## config.mk

```make
export PLATFORM = sky130hd
export DESIGN_NAME = poc_ctrl
export DESIGN_NICKNAME = d
export VERILOG_FILES = /design/src/rtl/poc_pkg.sv /design/src/rtl/poc_ctrl.sv
export SDC_FILE = /design/constraint.sdc
export NUM_CORES = 1
export LEC_CHECK = 0
export ABC_AREA = 0
export BUFFER_PORTS_ARGS = -buffer_cell sky130_fd_sc_hd__clkbuf_2
export CORE_MARGIN = 1.5
export CORE_UTILIZATION = 40
export DETAILED_ROUTE_END_ITERATION = 10
export PLACE_DENSITY = 0.66
export SYNTH_ARGS = -nofsm -noshare
export SYNTH_HDL_FRONTEND = slang
export SYNTH_SLANG_ARGS = --single-unit
export TNS_END_PERCENT = 100
```

## constraint.sdc

```tcl
create_clock -name clk -period 3.97 [get_ports clk]
set_input_delay 0.397 -clock clk [delete_from_list [all_inputs] [get_ports clk]]
set_output_delay 0.397 -clock clk [all_outputs]
set_load 0.05 [all_outputs]
```

## src/rtl/poc_pkg.sv

```systemverilog
// ----------------------------------------------------------------------------
// Picture order count package
// Shared constants, register indexes, status codes and command/status types.
// ----------------------------------------------------------------------------
package poc_pkg;

    localparam int CYCLE_DEPTH_DEFAULT = 256;

    // Register indexes
    localparam logic [2:0] REG_POC_TYPE   = 3'd0;
    localparam logic [2:0] REG_LOG2_LSB   = 3'd1;
    localparam logic [2:0] REG_LOG2_FRAME = 3'd2;
    localparam logic [2:0] REG_CYCLE_LEN  = 3'd3;
    localparam logic [2:0] REG_EXP_DELTA  = 3'd4;
    localparam logic [2:0] REG_NONREF_OFS = 3'd5;
    localparam logic [2:0] REG_T2B_OFS    = 3'd6;

    // Status codes
    localparam logic [1:0] STATUS_OK      = 2'd0;
    localparam logic [1:0] STATUS_NO_PRED = 2'd1;
    localparam logic [1:0] STATUS_BAD_TYPE = 2'd2;

    // Operations
    localparam logic OP_DECODE = 1'b0;
    localparam logic OP_TABLE  = 1'b1;

    // POC methods
    localparam logic [1:0] POC_TYPE_0 = 2'd0;
    localparam logic [1:0] POC_TYPE_1 = 2'd1;
    localparam logic [1:0] POC_TYPE_2 = 2'd2;
    localparam logic [1:0] POC_TYPE_3 = 2'd3;

    // Controller to datapath commands
    typedef struct packed {
        logic load;       // capture the request and compute the frame offset
        logic div_start;  // clear divider
        logic div_step;   // one restoring division step
        logic mul_step;   // cycle count times expected delta
        logic sum_start;  // start table accumulation
        logic sum_step;   // add one table entry
        logic finish;     // form counts and update state
    } poc_cmd_t;

    // Datapath to controller status
    typedef struct packed {
        logic need_sum;   // method 1 with a positive absolute frame number
        logic sum_done;   // last table entry added
    } poc_stat_t;

    // Saturate a log2 setting to 4..16
    function automatic logic [4:0] clamp_log2(input logic [4:0] v);
        logic [4:0] r;
        begin
            r = v;
            if (v < 5'd4) r = 5'd4;
            else if (v > 5'd16) r = 5'd16;
            return r;
        end
    endfunction

endpackage

```

## src/rtl/poc_ctrl.sv

```systemverilog
// ----------------------------------------------------------------------------
// Picture order count controller
// Sequences load, division, multiply, table sum and finish for one request.
// ----------------------------------------------------------------------------
module poc_ctrl (
    input  logic              clk,
    input  logic              rst_n,
    input  logic              in_fire,
    input  logic              out_busy,
    input  poc_pkg::poc_stat_t stat,
    output poc_pkg::poc_cmd_t  cmd,
    output logic              idle
);

    localparam logic [2:0] ST_IDLE = 3'd0;
    localparam logic [2:0] ST_LOAD = 3'd1;
    localparam logic [2:0] ST_DIV  = 3'd2;
    localparam logic [2:0] ST_MUL  = 3'd3;
    localparam logic [2:0] ST_SUM  = 3'd4;
    localparam logic [2:0] ST_FIN  = 3'd5;

    logic [2:0] state_reg, state_next;
    logic [5:0] cnt_reg, cnt_next;

    // Next state and command decode
    always_comb
    begin
        state_next = state_reg;
        cnt_next   = cnt_reg;
        cmd        = '0;
        unique case (state_reg)
            ST_IDLE:
            begin
                if (in_fire)
                begin
                    cmd.load   = 1'b1;
                    state_next = ST_LOAD;
                end
            end
            ST_LOAD:
            begin
                if (stat.need_sum)
                begin
                    cmd.div_start = 1'b1;
                    cnt_next      = 6'd0;
                    state_next    = ST_DIV;
                end
                else
                begin
                    state_next = ST_FIN;
                end
            end
            ST_DIV:
            begin
                cmd.div_step = 1'b1;
                cnt_next     = cnt_reg + 6'd1;
                if (cnt_reg == 6'd31) state_next = ST_MUL;
            end
            ST_MUL:
            begin
                cmd.mul_step  = 1'b1;
                cmd.sum_start = 1'b1;
                state_next    = ST_SUM;
            end
            ST_SUM:
            begin
                cmd.sum_step = 1'b1;
                if (stat.sum_done) state_next = ST_FIN;
            end
            ST_FIN:
            begin
                if (!out_busy)
                begin
                    cmd.finish = 1'b1;
                    state_next = ST_IDLE;
                end
            end
            default: state_next = ST_IDLE;
        endcase
    end

    assign idle = (state_reg == ST_IDLE);

    always_ff @(posedge clk or negedge rst_n)
    begin
        if (!rst_n)
        begin
            state_reg <= ST_IDLE;
            cnt_reg   <= '0;
        end
        else
        begin
            state_reg <= state_next;
            cnt_reg   <= cnt_next;
        end
    end

`ifndef SYNTHESIS
    // A new request is only taken while idle.
    a_load_idle: assert property (@(posedge clk) disable iff (!rst_n)
        cmd.load |-> state_reg == ST_IDLE)
        else $error("load outside idle");
    // The division runs exactly 32 steps before the multiply.
    a_div_len: assert property (@(posedge clk) disable iff (!rst_n)
        cmd.mul_step |-> $past(cnt_reg) == 6'd31)
        else $error("short division");
    // Finish never happens while the output still holds a result.
    a_fin_free: assert property (@(posedge clk) disable iff (!rst_n)
        cmd.finish |-> !out_busy)
        else $error("finish overwrote result");
`endif

endmodule

```

# Yosys cells after proc, flatten, opt, wreduce, memory -nomap -nowiden
# Cells that the tools add are included.
[word_totals]
ff_bits = 9
input_bits = 6
output_inout_bits = 8
[op_classes]
addsub = 1
n_eq_ne = 11
muxes = 17
n_reduce_logical = 4
[op_table]
columns = ["operator", "n"]
rows = [
  ["3-bit one-hot mux with 6 select lines", 1],
  ["3-bit two-way mux", 5],
  ["6-bit one-hot mux with 2 select lines", 1],
  ["2-bit inequality test (second input constant)", 5],
  ["1-bit two-way mux", 8],
  ["6-bit by 1-bit adder with 6-bit output (second input constant)", 1],
  ["3-bit by 2-bit == test with 1-bit output (second input constant)", 2],
  ["3-bit == test (second input constant)", 2],
  ["6-bit by 5-bit == test with 1-bit output (second input constant)", 1],
  ["6-bit two-way mux", 1],
  ["4-bit AND reduction", 1],
  ["3-bit by 1-bit == test with 1-bit output (second input constant)", 1],
  ["3-bit zero test", 1],
  ["2-bit two-way mux", 1],
  ["2-bit AND reduction", 1],
  ["2-bit nonzero test", 1],
]

# Longest topological paths before layout
# Gate-level depths: netlist (run 1).
[logic_depth]
depth_word = 3
ltp_mapped = 5

# Least setup slack after synthesis (run 1)
# OpenSTA, ideal clock, no wires.
[synth_path]
path_type = "register to output"
from = "register state_reg[1]"
to = "output port cmd[6] (netlist bit)"
arrival_ns = 2.183
required_ns = 3.573
setup_slack_ns = 1.390
path_stages_with_launch = 4
cell_sequence = "dfrtp_1 > buf_2 > nor3_1 > and2_1"
[synth_rtl]
columns = ["element", "line_no", "source"]
rows = [
  ["start, declared", "poc_ctrl.sv:22", "logic [2:0] state_reg, state_next;"],
  ["start signal, assigned", "poc_ctrl.sv:93", "state_reg <= state_next;"],
  ["end, declared", "poc_ctrl.sv:11", "output poc_pkg::poc_cmd_t cmd,"],
]

==> results of run 1 <==
==> area by class of cell <==
class / count / share of cell area, %
multi-input cells: 41 / 42.8
inverters: 5 / 5.61
repair buffers: 14 / 11.2
well taps: 15 / 2.80
clock buffers: 4 / 3.93
flip-flops and latches: 9 / 33.6
==> stage by stage <==
stage	cell area, um^2	utilization (%)	total power, mW	worst slack [ns]	std cells
after floorplan	578	-	0.405	1.39	59
after global placement	633	48.1	0.447	2.21	83
after detailed placement	633	48.1	0.451	2.20	83
after CTS	669	50.8	0.525	1.90	88
after global routing	669	50.8	0.556	1.85	88
final	669	50.8	0.516	1.93	88
==> power by group through the flow <==
| stage | registers, mW | clock network (mW) | logic [mW] |
|---|---|---|---|
| after global routing | 0.182 | 0.0768 | 0.297 |
| final | 0.175 | 0.0686 | 0.273 |
| after global placement | 0.176 | 0 | 0.271 |
| after CTS | 0.175 | 0.0740 | 0.276 |
| after floorplan | 0.146 | 0 | 0.259 |
| after detailed placement | 0.177 | 0 | 0.274 |
==> worst max-delay path by stage <==
| stage | startpoint | to | slack [ns] | cells past startpoint |
|---|---|---|---|---|
| 3_3_place_gp | state_reg[2] | cmd[4] | 2.21 | 3 |
| 6_report | state_reg[2] | cmd[4] | 1.93 | 3 |
| 5_1_grt | state_reg[2] | cmd[4] | 1.85 | 3 |
| 3_5_place_dp | state_reg[2] | cmd[4] | 2.20 | 3 |
| 2_1_floorplan | state_reg[1] | cmd[6] | 1.39 | 3 |
| 4_1_cts | state_reg[1] | cmd[4] | 1.90 | 3 |
==> metal layers <==
layer	up-vias	routed length [um]	GRT usage [%]
met3	2	82	1.63
li1	245	-	-
met4	0	11	12.5
met5	-	0	0
met2	20	514	28.5
met1	236	519	18.4
==> worst reg2reg max path: stages, from the launching register on <==
cell and delay (ns):
dfrtp_1 0.49, or3b_1 0.54, clkinv_4 0.09, nor2_2 0.05, a211o_1 0.28
==> logic make-up after synthesis <==
| logic type | after synthesis |
|---|---|
| and+or+nand+nor | 27 |
| AOI/OAI and AO/OA | 12 |
| buffers and inverters | 9 |
| DFF | 9 |
| xor gates and xnor gates | 1 |
| adders and majority gates | 1 |
==> cell usage after synthesis, drive strengths merged (2+ instances only) <==
| cell | instances | area [um^2] |
|---|---|---|
| dfrtp | 9 | 225 |
| buf | 4 | 28.8 |
| nand3 | 4 | 20.0 |
| nor3b | 4 | 30.0 |
| inv | 3 | 11.3 |
| nor2 | 3 | 13.8 |
| o21ai | 3 | 15.0 |
| a211o | 2 | 17.5 |
| nand2 | 2 | 7.51 |
| nand2b | 2 | 12.5 |
| nand4 | 2 | 12.5 |
| nand4bb | 2 | 22.5 |
| nor3 | 2 | 10.0 |
==> cells in the final DEF, fill, tap and decap left out, types with 3 or more instances in the layout <==
master	n
inv_1	3
o21ai_0	3
clkbuf_2	13
nand3_1	4
dfrtp_1	9
nor3b_1	4
clkbuf_4	3
==> impl_metrics.tcl, run 1 <==
set metrics [dict create \
    max-cap-violations 0 \
    async_reset_ff_share_pct 100 \
    track_usage_pct 16.5 \
    die_h_um 41.0 \
    hold_class "input pin to register" \
    die_area_um2 1680 \
    slew_headroom_pct 77.7 \
    io_pins 14 \
    peakVddDrop_uv 336 \
    cp-start-kind "register" \
    synth_flop_cell "dfrtp_1" \
    critPathBufInv 2 \
    crit_family "simple AND/OR/NAND/NOR gates" \
    drc_errors 0 \
    routabilityCongestion 0.800 \
    grt_max_degree 14 \
    nets 81 \
    slowest_delay_ns 0.54 \
    vias 503 \
    cp_data_arrival_time_ns 1.64 \
    ys_types 33 \
    grt_antenna_before_repair 0 \
    first_iter_violations 6 \
    clockBufferDepth 2 \
    syn_area_um2 578 \
    gr-total-overflow 0 \
    yosys_warnings 0 \
    drv_slew 0 \
    rows 13 \
    cts_post_setup_buffers_inserted 0 \
    pwr-share-clk_pct 13.3 \
    tightest_slew_ns 0.330 \
    start_util_pct 43.9 \
    cp_max_fo 13 \
    synth_cells 59 \
    synth_compound_area_share_pct 15.6 \
    synthSimpleGateAreaFrac_pct 30.3 \
    crit_slowest_cell "or3b_1" \
    rr_startpoint "state_reg[2]" \
    die_w_um 41.0 \
    min_to "state_reg[2]" \
    area_growth_pct 15.8 \
    p_int_uw 256 \
    ys_ff_latch 9 \
    switching_power_uw 260 \
    largest_register_ffs 6 \
    crit_type "register to output pin" \
    cts.clk_slew.worst_paths_ns 0.06 \
    htreeDepth 1 \
    hold_violations 0 \
    netSwitchingFraction_pct 50.4 \
    synth_mux_area_share_pct 0 \
    first_pass_iters 4 \
    period_minus_slack_ns 2.04 \
    cp_cell_sequence "or3b_1, clkinv_4, clkbuf_2" \
    rr_worst_depth 4 \
    r2r-end "cnt_reg[2]" \
    rsz0062_at_grt "no" \
    synth_nets 66 \
    cts_resized 0 \
    place_hpwl_um 824 \
    avgRoutedWirePerCell_um 12.8 \
    crit_required_ns 3.57 \
    avgSynthCellArea_um2 9.80 \
    cellPowerDensity_nw_per_um2 771 \
    clkSinkCount 9 \
    antenna_cells 0 \
    critPathCaptureType "output pin" \
    worstHoldStart "out_busy" \
    regToRegSetupSlack_ns 2.40 \
    whs_path_depth 3 \
    nFillCells 145 \
    whs_ns 0.450 \
    cts_tree "yes" \
    io_buffers 13 \
    cts_root_buf "clkbuf_4" \
    synth_top_family_by_area "simple AND/OR/NAND/NOR gates" \
    drt_wl_total_um 1130 \
    coreArea_um2 1320 \
    drive_gt1_share_pct 28.8 \
    seq_area_um2 225 \
    synthXorXnorAreaFrac_pct 1.52 \
    setup_viol 0 \
    fin_crit_sh_pct 51.4 \
    status "completed" \
    pwr-share-seq_pct 33.9 \
    synth_adder_area_share_pct 2.16 \
    pwr-share-comb_pct 52.9 \
    multi_input_area_um2 287 \
    synth_edf_count 0 \
    final.setup.tns_ns 0 \
    yosysSeqAreaShare_pct 39.0 \
    achievable-frequency_mhz 490 \
    vias_per_cell 5.72 \
    clock_skew_ns 0.000888 \
    clkLatencyLatePin_ns 0.25 \
    cellLeakagePower_nw 0.328 \
    cts_buffers 3 \
    grt_first_pass_wirelength_um 1730 \
    grt_pass1_vias 429 \
    drtAntennaViolNets 0 \
    cts_hold_buf 1 \
]
No activity file was read; power rests on OpenSTA's default activity.
==> inputs of run 2 (changes only) <==
==> constraint.sdc (replaced) <==
create_clock -name clk -period 1.9 [get_ports clk]
set_input_delay 0.19 -clock clk [delete_from_list [all_inputs] [get_ports clk]]
set_output_delay 0.19 -clock clk [all_outputs]
set_load 0.05 [all_outputs]
==> impl_metrics.tcl, run 2 (same netlist as run 1, synthesis figures left out) <==
set metrics [dict create \
    grt_antenna_before_repair 0 \
    grt_pass1_vias 409 \
    grt_first_pass_wirelength_um 1750 \
    clock_skew_ns 0.00280 \
    final.setup.tns_ns 0 \
    drtAntennaViolNets 0 \
    antenna_cells 0 \
    drv_slew 0 \
    tightest_slew_ns 0.378 \
    cts_tree "yes" \
    track_usage_pct 15.8 \
    power_mw 1.11 \
    period_minus_slack_ns 1.76 \
    crit_type "register to output pin" \
    routabilityCongestion 0.701 \
    final_common_cell "clkbuf_2" \
    cts_root_buf "clkbuf_4" \
    cts.clk_slew.worst_paths_ns 0.06 \
    clkSinkCount 9 \
    io_buffers 13 \
    gr-total-overflow 0 \
    slowest_delay_ns 0.51 \
    drc_errors 0 \
    cp_data_arrival_time_ns 1.57 \
    first_iter_violations 8 \
    cellLeakagePower_nw 0.338 \
    grt_max_degree 14 \
    peakVddDrop_uv 887 \
    first_pass_iters 3 \
    nets 82 \
    cts_buffers 3 \
    vias_per_cell 5.11 \
    htreeDepth 1 \
    fin_crit_sh_pct 92.8 \
    cp-start-kind "register" \
    die_w_um 41.0 \
    clockBufferDepth 2 \
    die_h_um 41.0 \
    clkLatencyLatePin_ns 0.25 \
    critPathCaptureType "output pin" \
    io_pins 14 \
    max-cap-violations 0 \
    hold_class "input pin to register" \
    dr_wl_met3_um 35 \
    cp_max_fo 13 \
    place_hpwl_um 759 \
    achievable-frequency_mhz 567 \
    slew_headroom_pct 74.8 \
    vias 455 \
    drt_wl_total_um 990 \
    rows 13 \
    crit_slowest_cell "dfrtp_1" \
    final_util_pct 52.7 \
    cp_cell_sequence "or3b_4, clkinv_4, clkbuf_2" \
    crit_required_ns 1.71 \
    die_area_um2 1680 \
    final_cell_mix "13 x clkbuf_2, 9 x dfrtp_1, 4 x nand3_1" \
    nFillCells 121 \
    drive_gt1_share_pct 35.1 \
    top_layer "met3" \
    met1_length_um 506 \
    route.met2.wl_um 448 \
    rsz0062_at_grt "no" \
    area_growth_pct 20.1 \
    status "completed" \
    setup_viol 0 \
    coreArea_um2 1320 \
    avgRoutedWirePerCell_um 11.1 \
    hold_violations 0 \
    largest_register_ffs 6 \
    start_util_pct 43.9 \
    cellPowerDensity_nw_per_um2 1600 \
]
-- run 2: path summary, 6_finish.rpt --
| kind | start | to | slack, ns | depth (start not counted) |
|---|---|---|---|---|
| max in group asynchronous | rst_n | cnt_reg[2] | 1.39 | 2 |
| hold reg to reg | cnt_reg[5] | cnt_reg[5] | 0.50 | 1 |
| hold / removal | out_busy | state_reg[2] | 0.24 | 3 |
| setup / recovery | state_reg[2] | cmd[4] | 0.14 | 3 |
| setup reg to reg | state_reg[2] | cnt_reg[2] | 0.41 | 4 |
| min in group asynchronous | rst_n | cnt_reg[5] | 0.32 | 2 |
-- run 2: report_power, final --
part           switching (mW)  internal (mW)  leakage [nW]
Combinational           0.373          0.222         0.203
Sequential              0.118          0.252         0.120
Clock                  0.0625         0.0807        0.0150
-- run 2: through the flow --
step	instance area (um^2)	worst slack (ns)	hold slack, ns	instances
2_1_floorplan	593	-0.00161	-0.106	59
3_3_place_gp	656	0.345	0.0599	84
3_5_place_dp	656	0.324	0.0554	84
4_1_cts	692	0.0440	0.241	89
5_1_grt	694	0.0513	0.246	89
6_report	694	0.137	0.243	89
-- run 2: worst max-delay path, delay by kind of cell (launching register included) --
family,cells,cell delay [ns]
flip-flops,1,0.51
AND/OR/NAND/NOR,1,0.48
buffers and inverters,2,0.33
-- run 2: final cells by class --
cell class | count | area, um^2 | area share [%]
inverter | 5 | 37.5 | 5.41
timing repair buffer | 15 | 82.6 | 11.9
multi-input combinational | 41 | 304 | 43.8
clock buffer | 4 | 26.3 | 3.78
tap | 15 | 18.8 | 2.70
sequential | 9 | 225 | 32.4
-- run 2: routing by layer --
metal,track usage [%],up-vias
li1,-,246
met1,21.9,200
met2,24.2,9
met3,3.26,0
met4,5.00,0
met5,0,-
-- run 2: timing repair --
item                                    in CTS  in global routing
endpoints found under the hold margin        9                  0
setup buffers                                0                  0
gates resized for setup                      0                  1
endpoints found under the setup margin       0                  1
hold buffers                                 1                  0
==> inputs of run 3 (changes only) <==
--- a/config.mk
+++ b/config.mk
@@ -10,7 +10,7 @@
 export CORE_MARGIN = 1.5
 export CORE_UTILIZATION = 40
 export DETAILED_ROUTE_END_ITERATION = 10
-export PLACE_DENSITY = 0.66
+export PLACE_DENSITY = 0.68
 export SYNTH_ARGS = -nofsm -noshare
 export SYNTH_HDL_FRONTEND = slang
 export SYNTH_SLANG_ARGS = --single-unit
==> constraint.sdc (replaced) <==
create_clock -name clk -period 1.5 [get_ports clk]
set_input_delay 0.15 -clock clk [delete_from_list [all_inputs] [get_ports clk]]
set_output_delay 0.15 -clock clk [all_outputs]
set_load 0.05 [all_outputs]
==> impl_metrics.tcl, run 3 (same netlist as run 1, synthesis figures left out) <==
set metrics [dict create \
    setup_viol 0 \
    drv_slew 0 \
    coreArea_um2 1320 \
    whs_path_depth 3 \
    clkLatencyLatePin_ns 0.25 \
    hold_violations 0 \
    fin_crit_sh_pct 98.7 \
    status "completed" \
    grt_pass1_vias 478 \
    drc_errors 0 \
    cts.clk_slew.worst_paths_ns 0.05 \
    critPathCaptureType "output pin" \
    peakVddDrop_uv 1330 \
    io_buffers 13 \
    largest_register_ffs 6 \
    netSwitchingFraction_pct 44.9 \
    cp-start-kind "register" \
    avgRoutedWirePerCell_um 12.9 \
    min_to "state_reg[2]" \
    critPathLaunch "state_reg[0]" \
    crit_required_ns 1.35 \
    antenna_cells 0 \
    vias 530 \
    multi_input_area_um2 329 \
    period_minus_slack_ns 1.48 \
    cp_common_cell "buf_6" \
    nets 89 \
    die_h_um 41.0 \
    place_area_um2 693 \
    clkSinkCount 9 \
    drt_wl_total_um 1240 \
    clockBufferDepth 2 \
    place_hpwl_um 888 \
    first_iter_violations 2 \
    grt_first_pass_wirelength_um 1860 \
    drive_gt1_share_pct 45.7 \
    cellLeakagePower_nw 0.396 \
    tightest_slew_ns 0.310 \
    cp_data_arrival_time_ns 1.33 \
    area_growth_pct 47.4 \
    achievable-frequency_mhz 676 \
    worstHoldStart "out_busy" \
    slowest_delay_ns 0.36 \
    routabilityCongestion 0.812 \
    rows 13 \
    cts_root_buf "clkbuf_4" \
    r2r-end "cnt_reg[2]" \
    die_w_um 41.0 \
    post-place-ws_ns 0.0224 \
    drtAntennaViolNets 0 \
    die_area_um2 1680 \
    switching_power_uw 797 \
    io_pins 14 \
    power_mw 1.77 \
    nFillCells 106 \
    max-cap-violations 0 \
    gr-total-overflow 0 \
    final_cell_mix "8 x dfrtp_1, 7 x buf_4, 6 x buf_6" \
    crit_slowest_cell "dfrtp_1" \
    whs_ns 0.239 \
    hold_class "input pin to register" \
    grt_max_degree 10 \
    crit_type "register to output pin" \
    track_usage_pct 17.8 \
    final_common_cell "dfrtp_1" \
    seq_area_um2 226 \
    grt_antenna_before_repair 0 \
    fin_area_um2 852 \
    regToRegSetupSlack_ns 0.10 \
    final.setup.tns_ns 0 \
    p_int_uw 977 \
    worst_slack_ns 0.0199 \
    first_pass_iters 2 \
    rsz0062_at_grt "yes" \
    cts_tree "yes" \
    rr_worst_depth 4 \
    cp_cell_sequence "buf_6, clkinvlp_4, nor3b_4, buf_6" \
    rr_startpoint "state_reg[2]" \
    cellPowerDensity_nw_per_um2 2080 \
    slew_headroom_pct 79.0 \
    clock_skew_ns 0.00503 \
    start_util_pct 43.9 \
    htreeDepth 1 \
    cp_max_fo 6 \
    pwr-share-seq_pct 23.2 \
    vias_per_cell 5.52 \
    pwr-share-clk_pct 9.9 \
    pwr-share-comb_pct 66.9 \
    cts_buffers 3 \
]
run 3: power groups by stage:
stage          clock [mW]  sequential (mW)  combinational [mW]
3_3_place_gp            0            0.402               0.911
5_1_grt             0.199            0.426                1.27
3_5_place_dp            0            0.402               0.917
6_report            0.176            0.412                1.19
4_1_cts             0.187            0.400                1.01
2_1_floorplan           0            0.389               0.719
run 3: worst max-delay path: cells and delay by family (launching register included):
family                 cells  cell delay, ns
buffers and inverters      3            0.48
and+or+nand+nor            1            0.24
DFF                        1            0.36
run 3: cell type report:
class / instances / share of cell area, %
well taps: 15 / 2.20
clock buffers: 4 / 3.08
inverters: 5 / 5.73
repair buffers: 22 / 23.8
flip-flops and latches: 9 / 26.6
multi-input cells: 41 / 38.6
run 3: routing by layer:
metal,wire [um],global-route usage [%],vias to the layer above,share of wire [%]
met5,0,0,-,0
met3,49,3.26,2,4.0
met4,5,10.0,0,0.40
li1,-,-,263,-
met2,635,32.0,12,51
met1,545,19.1,253,44
run 3: how the worst max path moves through the flow:
stage | endpoint | slack (ns) | cells past startpoint
global placement | cnt_reg[2] | 0.05 | 4
detailed placement | cnt_reg[2] | 0.02 | 4
CTS | cmd[5] | -0.02 | 3
global route | cmd[2] | -0.08 | 4
floorplan | cmd[6] | -0.36 | 3
finish | cmd[2] | 0.02 | 4
run 3: stage by stage:
step	util, %	std cells
after global placement	52.6	88
after global routing	64.7	96
final	64.7	96
after floorplan	-	59
after detailed placement	52.6	88
after CTS	59.3	94
run 3: repair_timing:
item                                    in CTS  in global routing
hold buffers                                 1                  0
pin swaps                                    1                  2
endpoints found under the hold margin        9                  0
buffers inserted                             1                  2
endpoints found under the setup margin       7                  9
gates resized for setup                     11                 20
